### config.mk
export PLATFORM = sky130hd
export DESIGN_NAME = ntcat_log2
export DESIGN_NICKNAME = d
export VERILOG_FILES = /design/src/rtl/ntcat_pkg.sv /design/src/rtl/ntcat_log2.sv
export SDC_FILE = /design/constraint.sdc
export NUM_CORES = 2
export LEC_CHECK = 0
export BUFFER_PORTS_ARGS = -buffer_cell sky130_fd_sc_hd__buf_2
export CORE_MARGIN = 10
export CORE_UTILIZATION = 40
export DETAILED_ROUTE_END_ITERATION = 10
export MAX_ROUTING_LAYER = met4
export PLACE_DENSITY_LB_ADDON = 0.1
export SKIP_CTS_REPAIR_TIMING = 1
export SLEW_MARGIN = 40
export SYNTH_ARGS = -nofsm -noshare
export SYNTH_HDL_FRONTEND = slang
export SYNTH_SLANG_ARGS = --single-unit
### constraint.sdc
create_clock -name clk_i -period 13.31 [get_ports clk_i]
set_input_delay 0.6655 -clock clk_i [delete_from_list [all_inputs] [get_ports clk_i]]
set_output_delay 0.6655 -clock clk_i [all_outputs]
set_load 0.05 [all_outputs]
### src/rtl/ntcat_pkg.sv
// shared widths, constants, register codes and request structs for the
// ntc averaging and temperature block; no dependencies
package ntcat_pkg;

  localparam int unsigned SAMPLE_COUNT_DEF = 10;
  localparam int unsigned CODE_MAX_DEF     = 4095;

  localparam int unsigned SAMPLE_W = 12;
  localparam int unsigned TEMP_W   = 18;
  localparam int unsigned SUM_W    = 18;
  localparam int unsigned IDX_W    = 6;

  localparam int unsigned CFG_IDX_W  = 3;
  localparam int unsigned CFG_DATA_W = 20;

  typedef enum logic [CFG_IDX_W-1:0] {
    CFG_METHOD  = 3'd0,
    CFG_BETA    = 3'd1,
    CFG_SERIES  = 3'd2,
    CFG_NOMINAL = 3'd3,
    CFG_SLOPE   = 3'd4,
    CFG_OFFSET  = 3'd5
  } cfg_reg_e;

  localparam logic [1:0] METHOD_BETA  = 2'd1;
  localparam logic [1:0] METHOD_TABLE = 2'd2;

  localparam logic signed [TEMP_W-1:0] TEMP_MIN = -18'sd27315;
  localparam logic signed [TEMP_W-1:0] TEMP_MAX = 18'sd99999;

  // serial divider
  localparam int unsigned DIV_NUM_W = 72;
  localparam int unsigned DIV_DEN_W = 57;
  localparam int unsigned DIV_CNT_W = 7;

  // serial log2, result is exponent and 32 fraction bits
  localparam int unsigned LOG_IN_W   = 20;
  localparam int unsigned LOG_EXP_W  = 5;
  localparam int unsigned LOG_FRAC_W = 32;
  localparam int unsigned LOG_W      = LOG_EXP_W + LOG_FRAC_W;

  localparam logic [23:0] LN2_Q24         = 24'd11629080;
  localparam logic [14:0] T0_CENTI        = 15'd29815;
  localparam logic [22:0] BETA_P_K        = 23'd5963000;  // 200 * T0_CENTI
  localparam logic [11:0] CLAMP_INV_RATIO = 12'd3299;

  localparam logic [11:0] TAB_P0   = 12'd3500;
  localparam logic [11:0] TAB_P1   = 12'd2400;
  localparam logic [11:0] TAB_P2   = 12'd1550;
  localparam logic [11:0] TAB_P3   = 12'd950;
  localparam logic [12:0] TAB_STEP = 13'd2500;

  typedef struct packed {
    logic                 start;
    logic [DIV_CNT_W-1:0] iters;
    logic [DIV_NUM_W-1:0] num;
    logic [DIV_DEN_W-1:0] den;
  } div_req_t;

  typedef struct packed {
    logic                start;
    logic [LOG_IN_W-1:0] operand;
  } log_req_t;

endpackage

### src/rtl/ntcat_log2.sv
// log2 in q32: bit-serial normalization, then 32 squaring steps of the mantissa
// one fraction bit per cycle; uses ntcat_pkg
module ntcat_log2 import ntcat_pkg::*; (
  input  logic             clk_i,
  input  logic             rst_ni,
  input  log_req_t         req_i,
  output logic             done_o,
  output logic [LOG_W-1:0] result_o
);

  localparam logic [1:0] LG_IDLE = 2'd0;
  localparam logic [1:0] LG_NORM = 2'd1;
  localparam logic [1:0] LG_SQR  = 2'd2;
  localparam int unsigned MANT_W = LOG_FRAC_W - 1;

  logic [1:0]            phase_q, phase_d;
  logic                  done_q, done_d;
  logic [4:0]            cnt_q, cnt_d;
  logic [LOG_EXP_W-1:0]  exp_q, exp_d;
  logic [LOG_IN_W-1:0]   m_q, m_d;
  logic [MANT_W-1:0]     mant_q, mant_d;
  logic [LOG_FRAC_W-1:0] frac_q, frac_d;
  logic [2*MANT_W-1:0]   sq;
  logic [LOG_FRAC_W-1:0] sq_hi;

  always_comb begin
    sq      = mant_q * mant_q;
    sq_hi   = sq[2*MANT_W-1:MANT_W-1];
    phase_d = phase_q;
    cnt_d   = cnt_q;
    exp_d   = exp_q;
    m_d     = m_q;
    mant_d  = mant_q;
    frac_d  = frac_q;
    done_d  = 1'b0;
    case (phase_q)
      LG_IDLE: begin
        if (req_i.start) begin
          m_d     = (req_i.operand == '0) ? LOG_IN_W'(1) : req_i.operand;
          exp_d   = LOG_EXP_W'(LOG_IN_W - 1);
          phase_d = LG_NORM;
        end
      end
      LG_NORM: begin
        if (m_q[LOG_IN_W-1]) begin
          mant_d  = {m_q, {(MANT_W - LOG_IN_W){1'b0}}};
          cnt_d   = 5'd31;
          phase_d = LG_SQR;
        end else begin
          m_d   = {m_q[LOG_IN_W-2:0], 1'b0};
          exp_d = exp_q - 1'b1;
        end
      end
      LG_SQR: begin
        mant_d = sq_hi[LOG_FRAC_W-1] ? sq_hi[LOG_FRAC_W-1:1] : sq_hi[MANT_W-1:0];
        frac_d = {frac_q[LOG_FRAC_W-2:0], sq_hi[LOG_FRAC_W-1]};
        cnt_d  = cnt_q - 1'b1;
        if (cnt_q == 5'd0) begin
          done_d  = 1'b1;
          phase_d = LG_IDLE;
        end
      end
      default: phase_d = LG_IDLE;
    endcase
  end

  always_ff @(posedge clk_i or negedge rst_ni) begin
    if (!rst_ni) begin
      phase_q <= LG_IDLE;
      done_q  <= 1'b0;
      cnt_q   <= '0;
    end else begin
      phase_q <= phase_d;
      done_q  <= done_d;
      cnt_q   <= cnt_d;
    end
  end

  always_ff @(posedge clk_i) begin
    exp_q  <= exp_d;
    m_q    <= m_d;
    mant_q <= mant_d;
    frac_q <= frac_d;
  end

  assign done_o   = done_q;
  assign result_o = {exp_q, frac_q};

endmodule

==> flow_metrics.tcl <==
set metrics [dict create \
    ys_ff_latch 96 \
    drt_iter0_drc 1168 \
    setup_tns_ns 0 \
    drc 0 \
    crit_type "reg2reg" \
    worst_setup_path_end_kind "register" \
    coreArea_um2 77210 \
    critPathTopFamily "adder cells" \
    worst-path-buf-inv 4 \
    crit_path_max_incr_delay_ns 0.83 \
    crit_fanout 17 \
    synth_area_um2 31040 \
    cts-root-buf "clkbuf_16" \
    viasPerCell 4.913 \
    maxSlewHeadroom_pct 45.66 \
    drt_pass1_iterations 5 \
    hold_viol 0 \
    ys_seq_area_share_pct 9.159 \
    gp_congestion 0.8724 \
    port_buffers 60 \
    synthesis.yosys.warnings 0 \
    layout_min_cycle_time_ns 9.236 \
    outcome "finished, final reports clean" \
    highest_layer "met4" \
    synth_top_family_by_area "adder cells" \
    slowest_stage "edfxtp_1" \
    met3WireLength_um 2883 \
    finalCritPeriodShare_pct 69.39 \
    detail-route-antenna-nets 0 \
    io_pins 61 \
    yosys.area_share.simple_pct 11.32 \
    area_growth_pct 5.551 \
    num_rows 102 \
    die_width_um 298.6 \
    worst_slew_pin_slew_ns 0.8151 \
    antenna_found_initial 4 \
    fmax_mhz 108.3 \
    grt_first_pass_wirelength_um 136800 \
    die-area_um2 89130 \
    cp.required_ns 13.41 \
    drv_slew 0 \
    synthFlopType "edfxtp_1" \
    async_flop_share_pct 8.333 \
    synthXorXnorAreaFrac_pct 1.697 \
    synth_edf_count 88 \
    vias 20940 \
    arrival_ns 9.34 \
    layout_commonest_cell "inv_1" \
    clkSlewWorstSetupHoldPaths_ns 0.08 \
    drive_gt1_share_pct 4.224 \
    initial_core_util_pct 40.20 \
    final_cell_mix "inv_1 (918), fa_1 (747), nand2_1 (362)" \
    synth_cell_types 66 \
    nNetsFinal 4256 \
    crit_top_cell "fa_1" \
    cts_buffers 9 \
    min_path_type "in2async" \
    max_cap_violations 0 \
    fin_skew_ns 0.01061 \
    h-tree-depth 3 \
    die-height_um 298.6 \
    m1WireLength_um 36330 \
    avgSynthCellArea_um2 9.621 \
    synth-adder-area-share_pct 59.11 \
    synth_compound_area_share_pct 5.418 \
    clk_path_buf_depth 2 \
    n_fill_cell 7674 \
    rsz0062_at_grt "false" \
    clock_sinks 96 \
    grt_pass1_vias 23950 \
    wirelength_um 83500 \
    overflow 0 \
    worstSetupStartpointType "register" \
    grt_usage_pct 20.04 \
    crit_chain "buf_4 > inv_1 > nor2_1 > fa_1 > fa_1 > fa_1 > inv_1 > fa_1 > inv_1 > fa_1 > fa_1 > fa_1 > fa_1 > ha_1 > a21oi_1 > o21ai_0 > a2111oi_1 > o32ai_1 > a21oi_1 > a21oi_1 > a31oi_1 > xor2_1 > nor3_1 > a211o_1" \
    syn_inst 3226 \
    grt_max_degree 53 \
    met2_length_um 43290 \
    setup_violations 0 \
    place_hpwl_um 67290 \
    syn_nets 4267 \
    wl_per_cell_um 19.60 \
    synth.area.mux_share_pct 0.6168 \
    cts_tree "built" \
    clk-insertion-delay-late_ns 0.35 \
]
-- cells by family after synthesis --
| kind of cell | count (synthesis) |
|---|---|
| flops | 96 |
| compound gates | 251 |
| fa+ha+maj | 1018 |
| simple gates | 746 |
| mux | 19 |
| xor+xnor | 58 |
| buf+inv | 1038 |
-- final timing paths --
kind | startpoint | endpoint | slack [ns] | cells after the start
max in group asynchronous | rst_ni | phase_q[1]$_DFFE_PN0P_ | 13.00 | 1
min in group clk_i | frac_q[26]$_DFFE_PP_ | frac_q[27]$_DFFE_PP_ | 0.45 | 0
max reg2reg | mant_q[5]$_SDFFCE_PN0P_ | mant_q[26]$_DFFE_PP_ | 4.07 | 24
min reg2reg | frac_q[26]$_DFFE_PP_ | frac_q[27]$_DFFE_PP_ | 0.45 | 0
min | rst_ni | cnt_q[3]$_DFFE_PN0P_ | 0.15 | 1
max | mant_q[5]$_SDFFCE_PN0P_ | mant_q[26]$_DFFE_PP_ | 4.07 | 24
-- flip-flops by register name (all words and copies together), names as in the netlist --
name,cells
frac_q,32
phase_q,2
exp_q,5
mant_q,31
done_o,1
cnt_q,5
m_q,20
-- stage by stage --
stage / setup slack [ns] / hold WS, ns / std cells / area, um^2 / utilization [%]
after floorplan: 5.437 / 0.3699 / 3226 / 31040 / -
after global placement: 3.891 / 0.4275 / 4243 / 32430 / 42.00
after detailed placement: 3.906 / 0.4289 / 4243 / 32440 / 42.01
after CTS: 3.870 / 0.1403 / 4259 / 32730 / 42.39
after global routing: 3.732 / 0.1462 / 4261 / 32760 / 42.43
final: 4.074 / 0.1451 / 4261 / 32760 / 42.43
-- Yosys cell counts (all sizes together), types with 5 or more instances --
cell type	number	share of area, %
a21o	34	0.82
inv	919	11
xnor2	31	0.87
o21ai	57	0.94
ha	271	11
xor2	27	0.82
nand2b	11	0.22
a21oi	72	1.2
nand3	23	0.37
fa	747	48
a31oi	10	0.25
or2	6	0.12
nor2	82	0.99
a221o	8	0.26
and3	11	0.22
edfxtp	88	8.5
dfrtp	8	0.65
and2	195	3.9
buf	7	0.19
o21a	6	0.15
nor4	9	0.18
nand4	11	0.22
o21bai	13	0.31
o211ai	11	0.27
nor3	17	0.27
nand2	362	4.4
nor2b	11	0.22
a31o	5	0.14
clkbuf	110	1.3
mux2i	18	0.58
-- final cells by class --
class	count	area [um^2]	area share [%]
antenna	1	2.502	0.007639
timing repair buffer	95	583.1	1.780
clock buffer	10	229.0	0.6990
multi-input combinational	2092	24270	74.10
clock inverter	6	62.56	0.1910
sequential	96	2843	8.678
inverter	921	3465	10.58
tap	1040	1301	3.972
-- metal layers --
layer	global-route usage (%)	up-vias
li1	-	9537
met1	25.95	10970
met2	35.11	377
met3	1.424	56
met4	2.465	0
met5	-	-
Power is left out: the tool's default activity adds up to more than one toggle a clock period on the data nets, which glitch-free logic cannot reach.
