==> config.mk <==
export PLATFORM = sky130hd
export DESIGN_NAME = ntcat_div
export DESIGN_NICKNAME = d
export VERILOG_FILES = /design/src/rtl/ntcat_pkg.sv /design/src/rtl/ntcat_div.sv
export SDC_FILE = /design/constraint.sdc
export NUM_CORES = 1
export LEC_CHECK = 0
export BUFFER_PORTS_ARGS = -buffer_cell sky130_fd_sc_hd__buf_2
export CAP_MARGIN = 30
export CORE_UTILIZATION = 40
export DETAILED_ROUTE_END_ITERATION = 12
export PLACE_DENSITY = 0.72
export SLEW_MARGIN = 10
export SYNTH_ARGS = -nofsm -noshare
export SYNTH_HDL_FRONTEND = slang
export SYNTH_SLANG_ARGS = --single-unit
==> constraint.sdc <==
create_clock -name clk_i -period 3.3 [get_ports clk_i]
set_input_delay 0.66 -clock clk_i [delete_from_list [all_inputs] [get_ports clk_i]]
set_output_delay 0.66 -clock clk_i [all_outputs]
set_load 0.05 [all_outputs]
==> src/rtl/ntcat_pkg.sv <==
// shared widths, constants, register codes and request structs for the
// ntc averaging and temperature block; no dependencies
package ntcat_pkg;

  localparam int unsigned SAMPLE_COUNT_DEF = 10;
  localparam int unsigned CODE_MAX_DEF     = 4095;

  localparam int unsigned SAMPLE_W = 12;
  localparam int unsigned TEMP_W   = 18;
  localparam int unsigned SUM_W    = 18;
  localparam int unsigned IDX_W    = 6;

  localparam int unsigned CFG_IDX_W  = 3;
  localparam int unsigned CFG_DATA_W = 20;

  typedef enum logic [CFG_IDX_W-1:0] {
    CFG_METHOD  = 3'd0,
    CFG_BETA    = 3'd1,
    CFG_SERIES  = 3'd2,
    CFG_NOMINAL = 3'd3,
    CFG_SLOPE   = 3'd4,
    CFG_OFFSET  = 3'd5
  } cfg_reg_e;

  localparam logic [1:0] METHOD_BETA  = 2'd1;
  localparam logic [1:0] METHOD_TABLE = 2'd2;

  localparam logic signed [TEMP_W-1:0] TEMP_MIN = -18'sd27315;
  localparam logic signed [TEMP_W-1:0] TEMP_MAX = 18'sd99999;

  // serial divider
  localparam int unsigned DIV_NUM_W = 72;
  localparam int unsigned DIV_DEN_W = 57;
  localparam int unsigned DIV_CNT_W = 7;

  // serial log2, result is exponent and 32 fraction bits
  localparam int unsigned LOG_IN_W   = 20;
  localparam int unsigned LOG_EXP_W  = 5;
  localparam int unsigned LOG_FRAC_W = 32;
  localparam int unsigned LOG_W      = LOG_EXP_W + LOG_FRAC_W;

  localparam logic [23:0] LN2_Q24         = 24'd11629080;
  localparam logic [14:0] T0_CENTI        = 15'd29815;
  localparam logic [22:0] BETA_P_K        = 23'd5963000;  // 200 * T0_CENTI
  localparam logic [11:0] CLAMP_INV_RATIO = 12'd3299;

  localparam logic [11:0] TAB_P0   = 12'd3500;
  localparam logic [11:0] TAB_P1   = 12'd2400;
  localparam logic [11:0] TAB_P2   = 12'd1550;
  localparam logic [11:0] TAB_P3   = 12'd950;
  localparam logic [12:0] TAB_STEP = 13'd2500;

  typedef struct packed {
    logic                 start;
    logic [DIV_CNT_W-1:0] iters;
    logic [DIV_NUM_W-1:0] num;
    logic [DIV_DEN_W-1:0] den;
  } div_req_t;

  typedef struct packed {
    logic                start;
    logic [LOG_IN_W-1:0] operand;
  } log_req_t;

endpackage

==> src/rtl/ntcat_div.sv <==
// restoring divider, one quotient bit per cycle
// numerator comes left aligned, only the top iters bits are processed; uses ntcat_pkg
module ntcat_div import ntcat_pkg::*; (
  input  logic                 clk_i,
  input  logic                 rst_ni,
  input  div_req_t             req_i,
  output logic                 done_o,
  output logic [DIV_NUM_W-1:0] quo_o
);

  logic                 busy_q, busy_d;
  logic                 done_q, done_d;
  logic [DIV_CNT_W-1:0] cnt_q, cnt_d;
  logic [DIV_NUM_W-1:0] quo_q, quo_d;
  logic [DIV_DEN_W-1:0] rem_q, rem_d;
  logic [DIV_DEN_W-1:0] den_q, den_d;
  logic [DIV_DEN_W:0]   rem_sh;
  logic                 fits;

  always_comb begin
    rem_sh = {rem_q, quo_q[DIV_NUM_W-1]};
    fits   = rem_sh >= {1'b0, den_q};
    busy_d = busy_q;
    cnt_d  = cnt_q;
    quo_d  = quo_q;
    rem_d  = rem_q;
    den_d  = den_q;
    done_d = 1'b0;
    if (req_i.start) begin
      busy_d = 1'b1;
      cnt_d  = req_i.iters;
      quo_d  = req_i.num;
      rem_d  = '0;
      den_d  = req_i.den;
    end else if (busy_q) begin
      rem_d = fits ? DIV_DEN_W'(rem_sh - {1'b0, den_q}) : DIV_DEN_W'(rem_sh);
      quo_d = {quo_q[DIV_NUM_W-2:0], fits};
      cnt_d = cnt_q - 1'b1;
      if (cnt_q == DIV_CNT_W'(1)) begin
        busy_d = 1'b0;
        done_d = 1'b1;
      end
    end
  end

  always_ff @(posedge clk_i or negedge rst_ni) begin
    if (!rst_ni) begin
      busy_q <= 1'b0;
      done_q <= 1'b0;
      cnt_q  <= '0;
    end else begin
      busy_q <= busy_d;
      done_q <= done_d;
      cnt_q  <= cnt_d;
    end
  end

  always_ff @(posedge clk_i) begin
    quo_q <= quo_d;
    rem_q <= rem_d;
    den_q <= den_d;
  end

  assign done_o = done_q;
  assign quo_o  = quo_q;

endmodule

==> Implementation_results.wiki <==
{| class="wikitable"
! Metric !! Value
|-
| Total of endpoints with negative setup slack in the final report || 0
|-
| Total power density per cell area || 820 nW/um2
|-
| Worst reg-to-reg setup slack || between 0.15 and 0.2 ns
|-
| Achievable clock frequency || 319 MHz
|-
| Leading cell type in the layout, fill and taps excluded || buf_2
|-
| Average cell area after synthesis || 10.4 um2
|-
| Number of nets in the layout || 1507
|-
| Die ar. || 29000 um2
|-
| Library cells used by synthesis || 71
|-
| Period minus WS final || around 3.1 ns
|-
| Wire length per cell after detailed routing || 17.0 um
|-
| Bufs on Longest Clock Path || 2
|-
| Worst slew slack as a fraction of its limit || 0.372
|-
| Maximum ir drop on the vdd rail || ~470 uV
|-
| Worst Hold Class || primary input to asynchronous set/reset pin
|-
| Number of cells in the finished layout apart from fillers || 1702
|-
| Placed wire-length estimate after detailed placement || 21800 um
|-
| Worst-case clock skew || 0.0181 ns
|-
| Kind of launch point of the worst setup path || register
|-
| Flip-flop cell with the highest count after synthesis || edfxtp_1
|-
| Crit path setup slack, layout || 0.161 ns
|-
| Maximum number of pins on one net before global-route repair || 100
|-
| Total via count after detailed routing || 9020
|-
| Pre-CTS worst setup slack || around 0.14 ns
|-
| Total global-route track usage || 0.206
|-
| Share of the clock period used by the worst path || 0.951
|-
| Detailed-route DRC error count || 0
|-
| Residual overflow from global routing || 0
|-
| Final instance area || 13600 um2
|-
| Area Overhead vs Synth || 19.9%
|-
| Initial Utilization || 0.407
|-
| Sequential share of power || 0.316
|-
| H-tree levels || 4
|-
| Insertion delay of the later-clocked pin in the worst-skew pair || 0.46 ns
|-
| Top Ports || 212
|-
| Initial antenna violation count || 5
|-
| Fraction of final layout cells sized beyond drive strength 1 || 0.297
|-
| Placer's final routability congestion estimate || 0.906
|-
| Count of flip-flops with a built-in enable after synthesis || 129
|-
| Number of instances in the synthesized netlist || 1092
|-
| Status || finished, final reports clean
|-
| Sw Pwr || ~0.0046 W
|-
| Number of clock sinks seen by CTS || 195
|-
| Number of detailed-routing iterations run before antenna repair || 5
|-
| Clock tree from TritonCTS || yes
|-
| Wire length of the first global-routing pass || 46400 um
|-
| Internal power of the cells || around 0.0065 W
|-
| Floorplan Core Area || 27900 um2
|-
| Max-slew violation count || 0
|-
| Synth Register Bits || approximately 200
|-
| Slew at the pin closest to its max-slew limit || 0.941 ns
|-
| Sw frac || 0.415
|-
| Vias per inst || ~5.3
|-
| Placed Instance Area || around 13000 um2
|-
| Highest-count cells in the layout ignoring fill and taps || buf_2 (210), edfxtp_1 (129), inv_1 (86)
|-
| Starting DRC count in detailed routing || 552
|-
| Data arrival time at the worst-slack endpoint || 3.51 ns
|-
| Max-cap violation count || 0
|-
| CTS clk-pin slew, worst paths || 0.08 ns
|-
| Floorplan die height || roughly 170 um
|-
| CTS buffer count || 17
|-
| WL final || 29000 um
|-
| Required time at the worst-slack endpoint || 3.67 ns
|-
| Clock root cell || clkbuf_16
|-
| Type of the setup path with the least slack || register to register
|-
| Mapped Nets || 1291
|-
| Netlist area before placement || 11300 um2
|-
| Kind of capture point of the worst setup path || register
|-
| Proportion of synthesized chip area in sequential cells || 0.462
|-
| Power share of the clock group || 0.198
|-
| Leak pwr || 5.77 nW
|-
| Post-route total power || 0.0112 W
|-
| Number of nets with antenna violations after routing || 0
|-
| Number of global-route vias before repair || between 9000 and 10000
|-
| Yosys warns || 0
|-
| Die W || 170 um
|-
| Worst Path Max Fanout || 7
|-
| Number of placement rows || 61
|-
| Fraction of synthesis flops using an asynchronous set or reset pin || 0.0462
|-
| Placed cell count || 1664
|-
| Number of port buffers || ~210
|-
| Fraction of power consumed by combinational cells || 0.486
|-
| Fin. Hold Viols || 0
|}
==> worst paths after layout <==
kind	start	endpoint	depth (start not counted)
worst max-delay path	rem_q[44]	rem_q[48]	12
max in group asynchronous	rst_ni	busy_q	1
worst min-delay path	rst_ni	cnt_q[6]	1
worst max register to register	rem_q[44]	rem_q[48]	12
worst min register to register	rem_q[2]	rem_q[2]	2
min in group clk_i	req_i[5]	den_q[5]	1
==> cell type report <==
cell class | count | area, um2
fillers | 2584 | 14300
multi-input cells | 754 | 5490
flip-flops and latches | 195 | 5240
repair buffers | 253 | 1440
well taps | 378 | 473
clock buffers | 17 | 425
inverters | 87 | 327
clock inverters | 15 | 205
diodes | 3 | 7.51
==> cells in the mapped netlist, drive strengths merged (4+ instances only) <==
cell type  count  share of area
and2           4         0.0025
a22oi         10         0.0066
nand2b         6         0.0040
o2111ai        4         0.0031
a31oi          8         0.0044
nor3          12         0.0053
nor4           7         0.0039
ha            59          0.065
dfrtp          9          0.020
o211ai         5         0.0033
mux2          72          0.071
mux2i         33          0.029
a21o          24          0.016
buf           19          0.012
o21a           4         0.0026
clkbuf        37          0.017
o21bai        15         0.0099
nand3         12         0.0057
dfxtp         57           0.10
a211oi        46          0.030
nor2          76          0.026
nand4         20          0.011
o21ai         66          0.029
nand3b         4         0.0026
and3           6         0.0035
edfxtp       129           0.34
xnor2         37          0.029
inv           87          0.029
nand2         69          0.023
xor2          22          0.017
nor2b          6         0.0033
a21boi         6         0.0040
a21oi         83          0.037
==> kinds of logic (layout without fill, tap and decap cells) <==
| family | count (synthesis) | in the layout | synth area share |
|---|---|---|---|
| xor+xnor | 59 | 59 | 0.0456 |
| fa+ha+maj | 60 | 60 | 0.0669 |
| simple gates | 233 | 233 | 0.0983 |
| compound gates | 297 | 297 | 0.168 |
| mux | 105 | 105 | 0.101 |
| other cells | 0 | 3 | 0 |
| buf+inv | 143 | 372 | 0.0586 |
| flops | 195 | 195 | 0.462 |
==> stage by stage <==
| step | setup TNS [ns] | hold slack, ns | utilization |
|---|---|---|---|
| 2_1_floorplan | 0 | 0.364 | - |
| 3_3_place_gp | 0 | 0.476 | 0.462 |
| 3_5_place_dp | 0 | 0.485 | 0.462 |
| 4_1_cts | 0 | 0.0467 | 0.485 |
| 5_1_grt | -0.00993 | 0.0476 | 0.488 |
| 6_report | 0 | 0.0519 | 0.488 |
==> flip-flops by register name, summed over array words and instances (netlist names) <==
register and count:
quo_o 72, den_q 57, rem_q 57, cnt_q 7
busy_q 1, done_o 1
==> power groups by stage <==
stage | clock network, W | registers, W | logic, W
after floorplan | 0 | 0.00386 | 0.00374
after global placement | 0 | 0.00355 | 0.00520
after detailed placement | 0 | 0.00356 | 0.00528
after CTS | 0.00226 | 0.00352 | 0.00531
after global routing | 0.00234 | 0.00359 | 0.00594
final | 0.00221 | 0.00352 | 0.00542
==> what timing repair did <==
item                       4_1_cts  5_1_grt
setup buffers                    0        2
setup endpoints to repair        0       58
gates resized for setup          0       14
hold buffers                     0        0
==> per-layer routing <==
| layer | routed length (um) | vias to the layer above | global-route usage | part of all wire |
|---|---|---|---|---|
| met3 | 2220 | 39 | 0.0609 | 0.077 |
| met5 | 13 | - | 0 | 0.00045 |
| li1 | - | 4441 | - | - |
| met2 | 13700 | 319 | 0.345 | 0.47 |
| met4 | 638 | 2 | 0.0732 | 0.022 |
| met1 | 12400 | 4219 | 0.250 | 0.43 |
==> critical path, stage by stage (launching register included) <==
cell	delay, ns
dfxtp_1	0.35
ha_1	0.38
buf_4	0.18
a2111oi_0	0.42
o21ai_0	0.22
a21o_1	0.22
a21oi_1	0.12
nor2_1	0.07
nand3b_1	0.19
a21bo_4	0.28
buf_4	0.18
o21a_1	0.18
a311oi_2	0.26
Power figures use the tool's default switching activity.
